===== config.mk =====
export PLATFORM = sky130hd
export DESIGN_NAME = gld_front
export DESIGN_NICKNAME = d
export VERILOG_FILES = /design/src/gld_pkg.sv /design/src/gld_front.sv
export SDC_FILE = /design/constraint.sdc
export NUM_CORES = 1
export LEC_CHECK = 0
export BUFFER_PORTS_ARGS = -buffer_cell sky130_fd_sc_hd__buf_2
export CORE_UTILIZATION = 45
export DETAILED_ROUTE_END_ITERATION = 10
export GPL_ROUTABILITY_DRIVEN = 0
export PLACE_DENSITY = 0.75
export SLEW_MARGIN = 0
export SYNTH_ARGS = -nofsm -noshare
export SYNTH_HDL_FRONTEND = slang
export SYNTH_SLANG_ARGS = --single-unit

===== constraint.sdc =====
create_clock -name aclk -period 2 [get_ports aclk]
set_clock_uncertainty 0.1 [all_clocks]
set_input_delay 0.3 -clock aclk [delete_from_list [all_inputs] [get_ports aclk]]
set_output_delay 0.3 -clock aclk [all_outputs]
set_load 0.005 [all_outputs]

===== src/gld_pkg.sv =====
// Shared types and constants of the GIF LZW pixel decoder.
// Used by the front queue, the decode engine and the top level.
package gld_pkg;

    localparam int CODE_W     = 12;  // widest LZW code
    localparam int SYM_W      = 8;   // palette index
    localparam int BUF_W      = 20;  // bit buffer
    localparam int CNT_W      = 5;   // bits held in the bit buffer
    localparam int ADDR_W     = 24;  // destination pixel address
    localparam int OUT_W      = 40;  // packed result, padded to whole bytes
    localparam int CFG_IDX_W  = 3;
    localparam int CFG_DATA_W = 13;
    localparam int MAX_ROOT   = 11;  // largest legal minimum code size

    localparam logic [CFG_IDX_W-1:0] CFG_FRAME_X      = 3'd0;
    localparam logic [CFG_IDX_W-1:0] CFG_FRAME_Y      = 3'd1;
    localparam logic [CFG_IDX_W-1:0] CFG_FRAME_W      = 3'd2;
    localparam logic [CFG_IDX_W-1:0] CFG_FRAME_H      = 3'd3;
    localparam logic [CFG_IDX_W-1:0] CFG_IMAGE_WIDTH  = 3'd4;
    localparam logic [CFG_IDX_W-1:0] CFG_TRANS_INDEX  = 3'd5;
    localparam logic [CFG_IDX_W-1:0] CFG_TRANS_ENABLE = 3'd6;
    localparam logic [CFG_IDX_W-1:0] CFG_INTERLACE    = 3'd7;

    typedef enum logic {
        ITEM_BYTE = 1'b0,
        ITEM_TICK = 1'b1
    } item_kind_t;

    typedef struct packed {
        item_kind_t        kind;
        logic [SYM_W-1:0]  data;
        logic              last;
    } item_t;

    typedef struct packed {
        logic [11:0]      frame_x;
        logic [11:0]      frame_y;
        logic [12:0]      frame_w;
        logic [12:0]      frame_h;
        logic [12:0]      image_width;
        logic [SYM_W-1:0] trans_index;
        logic             trans_enable;
        logic             interlace;
    } cfg_t;

endpackage


===== src/gld_front.sv =====
// Front queue of the GIF LZW pixel decoder: accepts and classifies items.
// Two-entry queue toward the decode engine; depends on gld_pkg.
module gld_front import gld_pkg::*; (
    input  logic             aclk,
    input  logic             aresetn,
    input  logic             s_tvalid,
    output logic             s_tready,
    input  logic [7:0]       s_tdata,   // data_byte
    input  logic             s_tuser,   // command
    input  logic             s_tlast,   // last_byte
    output logic             q_valid,
    output item_t            q_item,
    input  logic             q_take
);

    item_t       slot_reg [2];
    logic        wr_ptr_reg;
    logic        rd_ptr_reg;
    logic [1:0]  count_reg;
    logic        push;
    item_t       item_in;

    assign s_tready = (count_reg != 2'd2);
    assign push     = s_tvalid && s_tready;
    assign q_valid  = (count_reg != 2'd0);
    assign q_item   = slot_reg[rd_ptr_reg];

    always_comb begin
        item_in.kind = s_tuser ? ITEM_TICK : ITEM_BYTE;
        item_in.data = s_tdata;
        item_in.last = s_tlast;
    end

    always_ff @(posedge aclk) begin
        if (!aresetn) begin
            wr_ptr_reg <= 1'b0;
            rd_ptr_reg <= 1'b0;
            count_reg  <= 2'd0;
        end else begin
            if (push) begin
                slot_reg[wr_ptr_reg] <= item_in;
                wr_ptr_reg <= ~wr_ptr_reg;
            end
            if (q_take && q_valid) begin
                rd_ptr_reg <= ~rd_ptr_reg;
            end
            if (push && !(q_take && q_valid)) begin
                count_reg <= count_reg + 2'd1;
            end else if (!push && q_take && q_valid) begin
                count_reg <= count_reg - 2'd1;
            end
        end
    end

endmodule


==> results.toml <==
[cells_and_area]
postLayoutCoreUtil = 0.5878
layout.cells.non_filler = 116
layout.nets = 104
area_growth_pct = 20.91
drive_gt1_frac = 0.5169
antenna-diode-count = 0
largest_reg_flops = 20

[synth]
yosysWarnings = 0
yosysTopAreaCell = "edfxtp_1"
netlist_instances = 59
async_reset_ff_frac = 0
ys_types = 20
synth_area_um2 = 963.4
ys_ff_latch = 25
synth_most_common_cell = "edfxtp_1"
synth_flop_cell = "edfxtp_1"
synth_top_area_share = 0.6234
yosys-top-cells-count = "20 x edfxtp_1, 10 x mux2_2, 5 x dfxtp_1"
syn_nets = 73
synth_seq_area_share = 0.7273
synth_edf_count = 20
synth_area_leaders = "edfxtp_1 62%, mux2_2 12%, dfxtp_1 10%"
avgSynthCellArea_um2 = 16.33

[cts]
clockRootBuffer = "clkbuf_4"
cts_setup_buffers = 0
htreeDepth = 1
clock_path_buffers = 2
clk_latency_ps = 300
cts.sinks = 25
clkTransAtPathRegs_ps = 120
tritoncts = "done"
cts_made_buffers = 3
ctsResizeCount = 0
postCtsHoldBufs = 0

[routing]
ant_nets = 0
vias_per_cell = 4.759
wl_mm = 1.397
dr_total_vias = 552
routedWlPerCell_um = 12.04
drc = 0
firstDrtPassIters = 3
drt-initial-drc-count = 2

[run_status]
status = "finished clean"

[grt]
gr-max-usage-layer = "met2"
grtUsageMet2 = 0.2267
track_usage = 0.1344
grt.overflow.total = 0
grt_pass1_wl_mm = 2.090
grt_use_met3 = 0.04074
grt_max_degree = 14
first_global_vias = 523
antenna_found_initial = 0
use_met1 = 0.1542

[floorplanning]
dieHeight_um = 48.27
rows = 16
die_area_um2 = 2330
initial_core_util = 0.4861
io_pins = 26
die_w_um = 48.27
core_um2 = 1982

[power_and_ir_drop]
swShare = 0.2067
cellLeakagePower_nw = 0.4362
power.density_nw_per_um2 = 777.1
p_int_w = 0.0007182
p_switching_w = 0.0001871
peakVddDrop_uv = 445.5
p_clk_frac = 0.230
combPwrFrac = 0.105
power_frac_seq = 0.665

[setup_path]
path_class = "flop to output port"
critPathRequiredTime_ps = 1600
crit_fanout = 10
crit_path_end_kind = "output port"
cp-start-kind = "flop"
critPathArrivalTime_ps = 1430

[sta]
setup_slack_ps = 173.8
post-route-min-period_ps = 1826
worst_slew_pin_slew_ps = 451.1
relSlewSlack = 0.6993
hold_violations = 0
max_freq_mhz = 547.6
layout_worst_path_cycle_share = 0.9131
report.final.slew_viol_count = 0
setup_violations = 0
rsz0062_at_grt = "false"
fin_setup_tns_ps = 0

[place]
pre_cts_ws_ps = 433.9
place_inst = 112
hpwlAfterDp_mm = 1.023
portBuffers = 25

[job]
cap_violations = 0

[min_path]
hp-class = "input pin to flop"
## layout make-up
class / count / area [um2]
inverters: 3 / 11.26
multi-input cells: 30 / 252.7
flip-flops and latches: 25 / 700.7
clock buffers: 4 / 26.28
repair buffers: 27 / 140.1
fillers: 166 / 817.0
well taps: 27 / 33.78
## path summary, 6_finish.rpt
path | startpoint | end | slack [ps] | depth (start not counted)
hold reg to reg | rd_ptr_reg | rd_ptr_reg | 430 | 2
setup / recovery | flop | q_item[2] | 170 | 2
hold / removal | s_tdata[2] | slot_reg[1][3] | 80 | 1
setup reg to reg | count_reg[0] | slot_reg[1][7] | 440 | 3
## power by group through the flow
stage / clock (W) / combinational (W) / sequential [W]
after floorplan: 0 / 0.0000570 / 0.000605
after global placement: 0 / 0.0000938 / 0.000613
after detailed placement: 0 / 0.0000962 / 0.000614
after CTS: 0.000214 / 0.0000968 / 0.000602
after global routing: 0.000236 / 0.000107 / 0.000605
final: 0.000208 / 0.0000955 / 0.000602
## metal layers
| metal | vias to the layer above | routed length, um |
|---|---|---|
| met3 | 2 | 73 |
| met5 | - | 0 |
| met2 | 15 | 709 |
| met1 | 253 | 601 |
| met4 | 0 | 12 |
| li1 | 282 | - |
## per-stage QoR
step                      hold slack [ps]  total power, W  cell area (um2)
after floorplan                     298.9       0.0006616            963.4
after global placement              386.4       0.0007065             1139
after detailed placement            391.6       0.0007102             1139
after CTS                           75.29       0.0009126             1165
after global routing                61.45       0.0009484             1165
final                               81.79       0.0009053             1165
## worst max-delay path, cell delays in order (launching register included)
cell and delay, ps:
dfxtp_1 610, mux2_2 390, buf_2 130
## cells by family (layout without fill, tap and decap cells)
kind of cell | after synthesis | count (layout) | share of synthesized area
and+or+nand+nor | 10 | 10 | 0.07274
buffers and inverters | 4 | 34 | 0.01688
xor gates and xnor gates | 1 | 1 | 0.009093
muxes | 11 | 11 | 0.1273
AOI/OAI and AO/OA | 8 | 8 | 0.04676
DFF | 25 | 25 | 0.7273
## cell usage in the layout, fill, tap and decap left out, types with 2 or more instances in the layout
cell       n
edfxtp_1  20
clkbuf_4   3
mux2_2    10
a21oi_1    4
or2_2      2
inv_2      2
buf_4      2
buf_2     25
nor2_1     2
dfxtp_1    5
o21ai_0    2
(Power assumes the default switching activity.)
